File: config.mk
export PLATFORM = sky130hd
export DESIGN_NAME = text_to_integer_custom_base_core
export DESIGN_NICKNAME = d
export VERILOG_FILES = /design/src/sv/tti_pkg.sv /design/src/sv/tti_table_check.sv /design/src/sv/tti_parser.sv /design/src/sv/text_to_integer_custom_base_core.sv
export SDC_FILE = /design/constraint.sdc
export NUM_CORES = 2
export LEC_CHECK = 0
export ABC_CLOCK_PERIOD_IN_PS = 8300
export BUFFER_PORTS_ARGS = -buffer_cell sky130_fd_sc_hd__buf_4
export CORE_MARGIN = 10
export CORE_UTILIZATION = 30
export CTS_BUF_LIST = sky130_fd_sc_hd__clkbuf_8
export CTS_CLUSTER_DIAMETER = 40
export DETAILED_ROUTE_END_ITERATION = 16
export PLACE_DENSITY = 0.56
export SYNTH_ARGS = -nofsm -noshare
export SYNTH_HDL_FRONTEND = slang
export SYNTH_SLANG_ARGS = --single-unit
File: constraint.sdc
create_clock -name i_clk -period 8.3 [get_ports i_clk]
set_clock_uncertainty 0.1 [all_clocks]
set_input_delay 1.66 -clock i_clk [delete_from_list [all_inputs] [get_ports i_clk]]
set_output_delay 1.66 -clock i_clk [all_outputs]
set_load 0.02 [all_outputs]
File: src/sv/tti_pkg.sv
// Shared types, constants and helpers for the text-to-integer parser.
// No dependencies; imported by every module of the block.
`default_nettype none

package tti_pkg;

    localparam int MAX_SYMBOLS_DEF = 16;
    localparam int SYM_SLOTS       = 16;
    localparam int CHAR_W          = 8;
    localparam int VALUE_W         = 32;
    localparam int BASE_W          = 5;
    localparam int CFG_DATA_W      = 64;
    localparam int CFG_IDX_W       = 2;
    localparam int ACC_EXT_W       = VALUE_W + BASE_W;

    localparam logic [CHAR_W-1:0] CH_SPACE = 8'd32;
    localparam logic [CHAR_W-1:0] CH_TAB   = 8'd9;
    localparam logic [CHAR_W-1:0] CH_CR    = 8'd13;
    localparam logic [CHAR_W-1:0] CH_PLUS  = 8'h2B;
    localparam logic [CHAR_W-1:0] CH_MINUS = 8'h2D;
    localparam logic [CHAR_W-1:0] CH_NUL   = 8'h00;

    localparam logic [VALUE_W-1:0] MIN_MAG = 32'h8000_0000;

    typedef enum logic [CFG_IDX_W-1:0] {
        CFG_SYMBOLS_LOW  = 2'd0,
        CFG_SYMBOLS_HIGH = 2'd1,
        CFG_BASE_LENGTH  = 2'd2
    } t_cfg_idx;

    typedef enum logic [3:0] {
        PH_SPACE = 4'b0001,
        PH_SIGN  = 4'b0010,
        PH_DIGIT = 4'b0100,
        PH_DONE  = 4'b1000
    } t_phase;

    typedef logic [SYM_SLOTS-1:0][CHAR_W-1:0] t_sym_tab;

    typedef struct packed {
        logic [VALUE_W-1:0] value;
        logic               overflowed;
        logic               base_invalid;
    } t_result;

    function automatic logic is_blank(input logic [CHAR_W-1:0] c);
        return (c == CH_SPACE) || ((c >= CH_TAB) && (c <= CH_CR));
    endfunction

endpackage

`default_nettype wire

File: src/sv/tti_table_check.sv
// Symbol table checker: flags a digit alphabet that cannot be used.
// Depends on tti_pkg; result is registered once per cycle.
`default_nettype none

module tti_table_check
    import tti_pkg::*;
#(
    parameter int MAX_SYMBOLS = MAX_SYMBOLS_DEF
) (
    input  wire logic              i_clk,
    input  wire logic              i_rst_n,
    input  wire t_sym_tab          i_symbols,
    input  wire logic [BASE_W-1:0] i_base_length,
    output logic                   o_table_valid
);

    logic                 r_table_valid;
    logic                 n_table_valid;
    logic [SYM_SLOTS-1:0] in_use;

    always_comb begin
        n_table_valid = (i_base_length >= BASE_W'(2))
                     && (i_base_length <= BASE_W'(MAX_SYMBOLS));
        for (int i = 0; i < SYM_SLOTS; i++) begin
            in_use[i] = (i < MAX_SYMBOLS) && (BASE_W'(i) < i_base_length);
        end
        for (int i = 0; i < SYM_SLOTS; i++) begin
            if (in_use[i]) begin
                if ((i_symbols[i] == CH_NUL) || (i_symbols[i] == CH_PLUS)
                    || (i_symbols[i] == CH_MINUS) || is_blank(i_symbols[i])) begin
                    n_table_valid = 1'b0;
                end
                for (int j = i + 1; j < SYM_SLOTS; j++) begin
                    if (in_use[j] && (i_symbols[j] == i_symbols[i])) begin
                        n_table_valid = 1'b0;
                    end
                end
            end
        end
    end

    always_ff @(posedge i_clk) begin
        if (!i_rst_n) begin
            r_table_valid <= 1'b0;
        end else begin
            r_table_valid <= n_table_valid;
        end
    end

    assign o_table_valid = r_table_valid;

endmodule

`default_nettype wire

File: src/sv/tti_parser.sv
// Per-character parse engine: phase, sign, accumulator and overflow state.
// Depends on tti_pkg; one character is consumed per step.
`default_nettype none

module tti_parser
    import tti_pkg::*;
#(
    parameter int MAX_SYMBOLS = MAX_SYMBOLS_DEF
) (
    input  wire logic              i_clk,
    input  wire logic              i_rst_n,
    input  wire logic              i_step,
    input  wire logic [CHAR_W-1:0] i_char,
    input  wire logic              i_last,
    input  wire logic              i_table_valid,
    input  wire t_sym_tab          i_symbols,
    input  wire logic [BASE_W-1:0] i_base_length,
    output t_result                o_result
);

    localparam int IDX_W = (MAX_SYMBOLS > 1) ? $clog2(MAX_SYMBOLS) : 1;

    t_phase               r_phase,    n_phase;
    logic                 r_negative, n_negative;
    logic [VALUE_W-1:0]   r_acc,      n_acc;
    logic                 r_ovf,      n_ovf;

    logic                 found;
    logic                 digit_hit;
    logic [IDX_W-1:0]     digit_idx;
    logic [ACC_EXT_W-1:0] acc_next;

    // lowest matching slot wins
    always_comb begin
        found     = 1'b0;
        digit_idx = '0;
        for (int k = MAX_SYMBOLS - 1; k >= 0; k--) begin
            if ((BASE_W'(k) < i_base_length) && (i_symbols[k] == i_char)) begin
                found     = 1'b1;
                digit_idx = IDX_W'(k);
            end
        end
        digit_hit = found && i_table_valid;
        acc_next  = ACC_EXT_W'(r_acc) * ACC_EXT_W'(i_base_length)
                  + ACC_EXT_W'(digit_idx);
    end

    always_comb begin
        n_phase    = r_phase;
        n_negative = r_negative;
        n_acc      = r_acc;
        n_ovf      = r_ovf;
        unique case (r_phase) inside
            PH_SPACE, PH_SIGN: begin
                if ((r_phase == PH_SPACE) && is_blank(i_char)) begin
                    n_phase = PH_SPACE;
                end else if (i_char == CH_MINUS) begin
                    n_negative = !r_negative;
                    n_phase    = PH_SIGN;
                end else if (i_char == CH_PLUS) begin
                    n_phase = PH_SIGN;
                end else if (digit_hit) begin
                    n_acc   = acc_next[VALUE_W-1:0];
                    n_ovf   = r_ovf || (acc_next > ACC_EXT_W'(MIN_MAG));
                    n_phase = PH_DIGIT;
                end else begin
                    n_phase = PH_DONE;
                end
            end
            PH_DIGIT: begin
                if (digit_hit) begin
                    n_acc = acc_next[VALUE_W-1:0];
                    n_ovf = r_ovf || (acc_next > ACC_EXT_W'(MIN_MAG));
                end else begin
                    n_phase = PH_DONE;
                end
            end
            PH_DONE: begin
                n_phase = PH_DONE;
            end
            default: begin
                n_phase = PH_SPACE;
            end
        endcase
    end

    always_comb begin
        if (!i_table_valid) begin
            o_result.value        = '0;
            o_result.overflowed   = 1'b0;
            o_result.base_invalid = 1'b1;
        end else begin
            o_result.value        = n_negative ? (VALUE_W'(0) - n_acc) : n_acc;
            o_result.overflowed   = n_ovf || ((n_acc == MIN_MAG) && !n_negative);
            o_result.base_invalid = 1'b0;
        end
    end

    always_ff @(posedge i_clk) begin
        if (!i_rst_n) begin
            r_phase    <= PH_SPACE;
            r_negative <= 1'b0;
            r_acc      <= '0;
            r_ovf      <= 1'b0;
        end else if (i_step) begin
            if (i_last) begin
                // string ends: start over for the next one
                r_phase    <= PH_SPACE;
                r_negative <= 1'b0;
                r_acc      <= '0;
                r_ovf      <= 1'b0;
            end else begin
                r_phase    <= n_phase;
                r_negative <= n_negative;
                r_acc      <= n_acc;
                r_ovf      <= n_ovf;
            end
        end
    end

endmodule

`default_nettype wire

File: src/sv/text_to_integer_custom_base_core.sv
// Top level of the text-to-integer parser with a configurable digit alphabet.
// Depends on tti_pkg, tti_table_check and tti_parser.
//
//  channel  direction  handshake                 payload
//  input    in         i_in_valid / o_in_stall   i_char_in, i_end_of_string
//  result   out        o_out_valid / i_out_stall o_value, o_overflowed, o_base_invalid
//  config   in         i_cfg_valid / o_cfg_ready i_cfg_index, i_cfg_data
//
// One character per cycle sustained while the input is not stalled; the input
// register feeds the combinational multiply-add of the accumulator, and the
// last character of a string steps it straight into the result register.
// Reset (synchronous, active low) clears the parse state, the table and all valids.
// A stalled result holds; the input side stalls only when the last character
// of a string waits for a full result register, or during a config transaction.
`default_nettype none

module text_to_integer_custom_base_core
    import tti_pkg::*;
#(
    parameter int MAX_SYMBOLS = MAX_SYMBOLS_DEF
) (
    input  wire logic                  i_clk,
    input  wire logic                  i_rst_n,
    input  wire logic                  i_in_valid,
    output logic                       o_in_stall,
    input  wire logic [CHAR_W-1:0]     i_char_in,
    input  wire logic                  i_end_of_string,
    output logic                       o_out_valid,
    input  wire logic                  i_out_stall,
    output logic signed [VALUE_W-1:0]  o_value,
    output logic                       o_overflowed,
    output logic                       o_base_invalid,
    input  wire logic                  i_cfg_valid,
    output logic                       o_cfg_ready,
    input  wire logic [CFG_IDX_W-1:0]  i_cfg_index,
    input  wire logic [CFG_DATA_W-1:0] i_cfg_data
);

    logic [CFG_DATA_W-1:0] r_sym_low;
    logic [CFG_DATA_W-1:0] r_sym_high;
    logic [BASE_W-1:0]     r_base_len;
    t_sym_tab              symbols;

    logic                  r_in_vld;
    logic [CHAR_W-1:0]     r_char;
    logic                  r_last;
    logic                  r_out_vld;
    t_result               r_result;

    logic                  cfg_wr;
    logic                  in_accept;
    logic                  out_free;
    logic                  step;
    logic                  table_valid;
    t_result               step_result;

    assign o_cfg_ready = 1'b1;
    assign cfg_wr      = i_cfg_valid && o_cfg_ready;
    assign symbols     = {r_sym_high, r_sym_low};

    always_ff @(posedge i_clk) begin
        if (!i_rst_n) begin
            r_sym_low  <= '0;
            r_sym_high <= '0;
            r_base_len <= '0;
        end else if (cfg_wr) begin
            unique case (i_cfg_index)
                CFG_SYMBOLS_LOW:  r_sym_low  <= i_cfg_data;
                CFG_SYMBOLS_HIGH: r_sym_high <= i_cfg_data;
                CFG_BASE_LENGTH:  r_base_len <= i_cfg_data[BASE_W-1:0];
                default: begin
                    // unmapped index: drop the transaction
                end
            endcase
        end
    end

    tti_table_check #(
        .MAX_SYMBOLS(MAX_SYMBOLS)
    ) u_table_check (
        .i_clk         (i_clk),
        .i_rst_n       (i_rst_n),
        .i_symbols     (symbols),
        .i_base_length (r_base_len),
        .o_table_valid (table_valid)
    );

    // a non-final character never needs the result register
    assign out_free   = !r_out_vld || !i_out_stall;
    assign step       = r_in_vld && (!r_last || out_free);
    // hold inputs while a config write is taken
    assign o_in_stall = (r_in_vld && !step) || cfg_wr;
    assign in_accept  = i_in_valid && !o_in_stall;

    always_ff @(posedge i_clk) begin
        if (!i_rst_n) begin
            r_in_vld <= 1'b0;
        end else if (in_accept) begin
            r_in_vld <= 1'b1;
        end else if (step) begin
            r_in_vld <= 1'b0;
        end
    end

    always_ff @(posedge i_clk) begin
        if (in_accept) begin
            r_char <= i_char_in;
            r_last <= i_end_of_string;
        end
    end

    tti_parser #(
        .MAX_SYMBOLS(MAX_SYMBOLS)
    ) u_parser (
        .i_clk         (i_clk),
        .i_rst_n       (i_rst_n),
        .i_step        (step),
        .i_char        (r_char),
        .i_last        (r_last),
        .i_table_valid (table_valid),
        .i_symbols     (symbols),
        .i_base_length (r_base_len),
        .o_result      (step_result)
    );

    always_ff @(posedge i_clk) begin
        if (!i_rst_n) begin
            r_out_vld <= 1'b0;
        end else if (step && r_last) begin
            r_out_vld <= 1'b1;
        end else if (!i_out_stall) begin
            r_out_vld <= 1'b0;
        end
    end

    always_ff @(posedge i_clk) begin
        if (step && r_last) begin
            r_result <= step_result;
        end
    end

    assign o_out_valid    = r_out_vld;
    assign o_value        = r_result.value;
    assign o_overflowed   = r_result.overflowed;
    assign o_base_invalid = r_result.base_invalid;

endmodule

`default_nettype wire

# Word-level counts from Yosys, hierarchy flattened
# Index checks and enable logic that the tools add are counted.
dict set report totals {
  regBits 217
  latch_bits 0
  mem_bits_rw 0
  rom_bits 0
  mem_count 0
}
dict set report classes {
  add_sub_neg 2
  mul 1
  n_div 0
  order_cmp 53
  n_eq_ne 196
  n_shift 0
  muxes 213
  bitwise_logic 0
  n_reduce_logical 261
}
# cell n
set op_table {}
lappend op_table {{$eq 8x8->1} 136}
lappend op_table {{$eq 8x6->1 const B} 51}
lappend op_table {{$mux 32} 6}
lappend op_table {{$mux 1} 182}
lappend op_table {{$logic_and 1x1->1} 161}
lappend op_table {{$ge 8x4->1 const B} 17}
lappend op_table {{$le 8x4->1 const B} 17}
lappend op_table {{$logic_not 8->1} 16}
lappend op_table {{$mux 4} 22}
lappend op_table {{$logic_or 1x1->1} 70}
lappend op_table {{$pmux 32 s2} 1}
lappend op_table {{$lt 4x5->1 const A} 8}
lappend op_table {{$add 37x4->37} 1}
lappend op_table {{$gt 37x32->1 const B} 1}
lappend op_table {{$mul 32x5->37} 1}
lappend op_table {{$eq 32x32->1 const B} 1}
lappend op_table {{$sub 1x32->32 const A} 1}
lappend op_table {{$lt 3x5->1 const A} 4}
lappend op_table {{$pmux 4 s3} 1}
lappend op_table {{$lt 1x5->1 const A} 2}
lappend op_table {{$lt 2x5->1 const A} 2}
lappend op_table {{$reduce_and 2->1} 4}
lappend op_table {{$logic_not 1->1} 7}
lappend op_table {{$ge 5x2->1 const B} 1}
lappend op_table {{13 further kinds} 13}

# Logic depth before layout (Yosys ltp)
dict set report depth {
  ltp_word 156
  mapped_depth 27
  mapped_depth_nobuf 25
}

# Cells and area by module
# From an unflattened synthesis, not the netlist that was laid out.
dict set report hier_totals {
  cells_unflattened 3717
  hier_area_um2 30180.2
}
# mod n_inst cells_each area_per_inst_um2 seq_area_each_um2
set by_module_without_submodules {}
lappend by_module_without_submodules {tti_table_check 1 1760 13140.1 20.0}
lappend by_module_without_submodules {tti_parser 1 1397 10641.5 760.7}
lappend by_module_without_submodules {text_to_integer_custom_base_core 1 560 6398.6 3993.8}

# Worst setup path after synthesis
# No wires, ideal clock.
dict set report synth_timing {
  path_type {reg2reg}
  startpoint {register r_base_len[4]}
  endpoint {register r_result (netlist bit o_value[30]), data pin}
  setup_time_ns 0.261
  arrival_ns 6.111
  required_ns 7.939
  setup_slack_ns 1.828
  path_stages_with_launch 22
  path_cell_list {dfxtp_1 > buf_4 > buf_2 > buf_1 > clkbuf_1 > clkbuf_1 > nand2_1 > fa_1 > inv_1 > fa_1 > fa_1 > ha_1 > a21o_1 > a21oi_1 > a2111oi_0 > a211oi_1 > o211ai_1 > or4_1 > o31ai_2 > nor3b_2 > o221ai_1 > a311o_1}
}
dict set report synth_between {
  elab_chain_len 26
}
# item line
set synth_lines {}
lappend synth_lines {{start: declaration} text_to_integer_custom_base_core.sv:41} ;# logic [BASE_W-1:0] r_base_len;
lappend synth_lines {{start signal: assignment} text_to_integer_custom_base_core.sv:70} ;# CFG_BASE_LENGTH: r_base_len <= i_cfg_data[BASE_W-1:0];
lappend synth_lines {{$lt 4x5->1} tti_parser.sv:38} ;# if ((BASE_W'(k) < i_base_length) && (i_symbols[k] == i_char)) begin
lappend synth_lines {{$logic_and 1x1->1} tti_parser.sv:38}
lappend synth_lines {{$mux 4 or $mux 1 (tied branches) (16 in series)} tti_parser.sv:38}
lappend synth_lines {{$add 37x4->37 or $logic_and 1x1->1 (tied branches)} {tti_parser.sv:45, tti_parser.sv:43}}
lappend synth_lines {{$mux 32 (*)} {tti_parser.sv:62, tti_parser.sv:71}}
lappend synth_lines {{$mux 32} tti_parser.sv:60} ;# end else if (i_char == CH_PLUS) begin
lappend synth_lines {{$mux 32} tti_parser.sv:57} ;# end else if (i_char == CH_MINUS) begin
lappend synth_lines {{$mux 32} tti_parser.sv:55} ;# if ((r_phase == PH_SPACE) && is_blank(i_char)) begin
lappend synth_lines {{$pmux 32 s2 (*)} tti_parser.sv:53} ;# unique case (r_phase) inside
lappend synth_lines {{$sub 1x32->32} tti_parser.sv:93} ;# o_result.value = n_negative ? (VALUE_W'(0) - n_acc) : n_acc;
lappend synth_lines {{$mux 32 (*)} tti_parser.sv:93}
lappend synth_lines {{end signal: assignment} text_to_integer_custom_base_core.sv:138} ;# r_result <= step_result;
lappend synth_lines {{end: declaration} text_to_integer_custom_base_core.sv:48} ;# t_result r_result;
# Mark *: on every way between the ends. The rest lies on a longest branch, timed or not.
# A chain may end at the register's enable or synchronous reset.

# Final worst setup path
dict set report layout_timing {
  startpoint {register r_char[2]}
  endpoint {register r_result (netlist bit o_value[30]), data pin}
}
dict set report layout_between {
  elab_chain_len 26
}
# item line
set layout_lines {}
lappend layout_lines {{start: declaration} text_to_integer_custom_base_core.sv:45} ;# logic [CHAR_W-1:0] r_char;
lappend layout_lines {{start signal: assignment} text_to_integer_custom_base_core.sv:107} ;# r_char <= i_char_in;
lappend layout_lines {{$eq 8x8->1} tti_parser.sv:38}
lappend layout_lines {{$logic_and 1x1->1} tti_parser.sv:38}
lappend layout_lines {{$mux 4 or $mux 1 (tied branches) (16 in series)} tti_parser.sv:38}
lappend layout_lines {{$add 37x4->37 or $logic_and 1x1->1 (tied branches)} {tti_parser.sv:45, tti_parser.sv:43}}
lappend layout_lines {{$mux 32} {tti_parser.sv:62, tti_parser.sv:71}}
lappend layout_lines {{$mux 32} tti_parser.sv:60}
lappend layout_lines {{$mux 32} tti_parser.sv:57}
lappend layout_lines {{$mux 32} tti_parser.sv:55}
lappend layout_lines {{$pmux 32 s2} tti_parser.sv:53}
lappend layout_lines {{$sub 1x32->32} tti_parser.sv:93}
lappend layout_lines {{$mux 32 (*)} tti_parser.sv:93}
# Marked as above.

==> summary.txt <==
Global route
  • Global-route wire length before repair: 194000 microns
  • Initial antenna violation count: 4
  • Maximum number of pins on one net before global-route repair: 81
  • Met2 Track Usage GR: 33.3%
  • Global routing usage on met3: 7.56%
  • Busiest layer in global routing: met2
  • Met1 Track Usage GR: 29.3%
  • Vias in the first global route: 27600
  • GRT Residual Overflow: 0
  • Global Route Usage Sum: 22.8%

Layout
  • Fillcell total: 10400
  • Final net count: 4001
  • Most frequent standard cell in the layout excluding fill and tap cells: sky130_fd_sc_hd__xnor2_1
  • Most frequent cells in the layout: 764 x sky130_fd_sc_hd__xnor2_1, 434 x sky130_fd_sc_hd__nand2_1, 378 x sky130_fd_sc_hd__xor2_1
  • Fraction of final layout cells sized beyond drive strength 1: 11.3%
  • Fin cells: 5090
  • Area growth syn-to-layout: 11.0%

Timing
  • Max Clk Rate: 0.130 GHz
  • Slew at the pin closest to its max-slew limit: 1.16 ns
  • Setup repair after global routing missed its margin: false
  • Final worst-path cycle share: 92.6%
  • Worst hold slack: 0.439 ns
  • Shortest clock period the worst path allows after layout: 7.68 ns
  • Relative max-transition margin: 21.6%
  • Total of endpoints with negative setup slack in the final report: 0
  • Total count of max-transition violations in the final report: 0
  • Final setup TNS: 0 ns
  • Final hold viol count: 0

Yosys
  • Share of the yosys chip area belonging to registers: 15.9%
  • Adder and majority gate portion of the synthesized area: 9.36%
  • Simple-gate share of the synthesized area: 20.9%
  • Fraction of post-synthesis cell area in the top cell type by area: 22.3%
  • Leading area contributor after synthesis: sky130_fd_sc_hd__xnor2_1
  • Main combinational cell family by area after synthesis: XOR/XNOR gates
  • Complex-gate fraction of the synthesized area: 11.6%
  • Count of yosys warnings during synthesis: 0
  • Synthesized netlist net count: 4059
  • Cell Area, Synth: 30000 sq um
  • Count of different cell masters after synthesis: 89
  • Cell count after synthesis: 3811
  • Async S/R FF share, synth: 0%
  • Post-synthesis mux area share: 1.73%
  • Commonest register cell after synthesis: sky130_fd_sc_hd__dfxtp_1
  • Biggest area contributors in the synthesized netlist: sky130_fd_sc_hd__xnor2_1 22%, sky130_fd_sc_hd__dfxtp_1 12%, sky130_fd_sc_hd__xor2_1 11%
  • Synth Area in XOR/XNOR: 33.4%
  • Synthesis-stage register bit count: 217
  • Per-instance average area after synthesis: 7.87 sq um
  • Count of flip-flops with a built-in enable after synthesis: 43

Run status
  • Status: complete, no violations

Worst setup path
  • Critical path start-end classification: flop to flop
  • Worst setup EP type: flop
  • Launching instance or port of the critical path: r_char[2]$_DFFE_PP_
  • Critical-path cell with the highest stage delay: sky130_fd_sc_hd__edfxtp_1
  • Maximum fanout encountered on the critical timing path: 19
  • Critical path startpoint category: flop
  • Crit path max-delay family: simple AND/OR/NAND/NOR gates
  • R2r startpoint: r_char[2]$_DFFE_PP_
  • Endpoint required time on the critical path: 8.67 ns
  • Number of buffer and inverter stages on the critical path: 4
  • Arrival time of the worst setup path: 8.05 ns
  • Delay contributed by the slowest stage of the critical path: 1.04 ns

Clock network
  • Clk root buf: sky130_fd_sc_hd__clkbuf_8
  • Total clock buffers created by CTS: 54
  • Clock transition at the registers of the reported paths: 0.07 ns
  • Maximum level of the CTS H-tree: 2
  • # clock sinks: 217
  • Clock tree from TritonCTS: done
  • Post-CTS setup buffers: 0
  • Max Buffers Root-to-Sink: 3
  • Number of buffers inserted by hold repair at cts: 0
  • Clock network latency to the later pin of the worst-skew pair: 0.76 ns
  • CTS resizes: 0

Routing
  • Drt drc: 0
  • Routed via count divided by cell count: 5.70
  • Overall via count from detail_route: 29000
  • Drt initial violations: 3563
  • Total Routed Length: 133000 microns
  • Post-detailed-route wirelength per cell: 26.1 microns
  • Number of iterations in the first detailed-routing pass: 7
  • Count of nets left with antenna violations after detail routing: 0

Floorplan
  • Effective utilization at floorplan: 30.4%
  • Die Width: 336 microns
  • Die span in y: 336 microns
  • FP Rows: 115
  • Placeable core region: 98900 sq um
  • IO Pins: 117
  • Area of the die: 113000 sq um

Job
  • Maximum capacitance violations: 0

Power and ir drop
  • Cell leakage power: 13.2 nW
  • P per Cell Area: 109 nW/um^2
  • Overall Power: 0.00365 W
  • Worst ir drop on vdd: 115 uV

Placement
  • Count of port buffers added during placement: 115
  • Cell count after placement: 4984
  • Gpl congestion: 1.04
  • HPWL after DPL: 90700 microns

Min path
  • Launch instance of the worst min-delay path: o_out_valid$_SDFFE_PN0P_
  • Type of the worst min-delay path: flop to flop
metal layers:
layer  up-vias  routed length, microns
met5         -                      13
met4         2                    8950
met3       465                   16300
met2      1794                   54200
met1     14000                   53600
li1      12700                       -
final timing paths:
path / endpoint / slack, ns / cells after the start
max reg2reg: o_value[30]$_SDFFCE_PN0P_ / 0.62 / 25
min: o_out_valid$_SDFFE_PN0P_ / 0.44 / 2
max: o_value[30]$_SDFFCE_PN0P_ / 0.62 / 25
min reg2reg: o_out_valid$_SDFFE_PN0P_ / 0.44 / 2
cell usage after synthesis (14+ instances only):
master and n:
sky130_fd_sc_hd__a21boi_0 131, sky130_fd_sc_hd__a21o_1 14, sky130_fd_sc_hd__a21oi_1 83, sky130_fd_sc_hd__a22o_1 16
sky130_fd_sc_hd__a22oi_1 16, sky130_fd_sc_hd__a31oi_1 49, sky130_fd_sc_hd__and2_1 106, sky130_fd_sc_hd__buf_1 122
sky130_fd_sc_hd__buf_2 81, sky130_fd_sc_hd__buf_6 14, sky130_fd_sc_hd__clkbuf_1 174, sky130_fd_sc_hd__dfxtp_1 174
sky130_fd_sc_hd__edfxtp_1 43, sky130_fd_sc_hd__fa_1 94, sky130_fd_sc_hd__ha_1 74, sky130_fd_sc_hd__inv_1 104
sky130_fd_sc_hd__mux2_2 16, sky130_fd_sc_hd__mux2i_1 34, sky130_fd_sc_hd__nand2_1 434, sky130_fd_sc_hd__nand2b_1 22
sky130_fd_sc_hd__nand3_1 40, sky130_fd_sc_hd__nand4_1 192, sky130_fd_sc_hd__nor2_1 96, sky130_fd_sc_hd__nor2b_1 23
sky130_fd_sc_hd__nor3_1 96, sky130_fd_sc_hd__nor4_1 141, sky130_fd_sc_hd__o211ai_1 14, sky130_fd_sc_hd__o21ai_0 78
sky130_fd_sc_hd__xnor2_1 765, sky130_fd_sc_hd__xor2_1 378
power by group:
part | switching (W) | internal (W) | total [W]
Clock | 0.000659 | 0.000878 | 0.00154
Sequential | 0.0000642 | 0.00110 | 0.00117
Combinational | 0.000561 | 0.000383 | 0.000944
Total | 0.00128 | 0.00236 | 0.00365
worst min-delay path, delay by kind of cell, from the launching register on:
family | cells | cell delay (ns)
flip-flops | 1 | 0.32
AND/OR/NAND/NOR | 1 | 0.05
AO/OA/AOI/OAI | 1 | 0.12
area by class of cell:
cell class	count	area [sq um]	share of cell area [%]
repair buffers	288	2160	6.49
clock inverters	45	448	1.34
well taps	1287	1610	4.83
flip-flops and latches	217	4780	14.3
multi-input cells	3088	23100	69.4
inverters	104	390	1.17
diodes	4	10.0	0.0301
clock buffers	57	785	2.36
sequential cells by signal, indices dropped and copies added, names as in the netlist:
| register | cells |
|---|---|
| u_parser.r_phase | 4 |
| r_base_len | 5 |
| o_out_valid | 1 |
| u_parser.r_ovf | 1 |
| u_table_check.o_table_valid | 1 |
| r_char | 8 |
| r_sym_low | 64 |
| u_parser.r_negative | 1 |
| o_base_invalid | 1 |
| r_in_vld | 1 |
| r_sym_high | 64 |
| r_last | 1 |
| o_overflowed | 1 |
| u_parser.r_acc | 32 |
| o_value | 32 |
per-stage QoR:
| step | util [%] | worst slack, ns | area [sq um] |
|---|---|---|---|
| CTS | 33.7 | 0.732 | 33300 |
| detailed placement | 32.4 | 0.706 | 32100 |
| floorplan | - | 1.83 | 30000 |
| finish | 33.7 | 0.615 | 33300 |
| global route | 33.7 | 0.161 | 33300 |
| global placement | 32.4 | 0.903 | 32100 |
kinds of logic (layout without fill, tap and decap cells):
kind of cell               Yosys count  in the layout
AOI/OAI and AO/OA                  508            508
xor gates and xnor gates          1143           1143
adders and majority gates          168            168
buffers and inverters              506            494
DFF                                217            217
muxes                               50             50
other                                1              5
and+or+nand+nor                   1218           1218
Power figures use the tool's default switching activity.
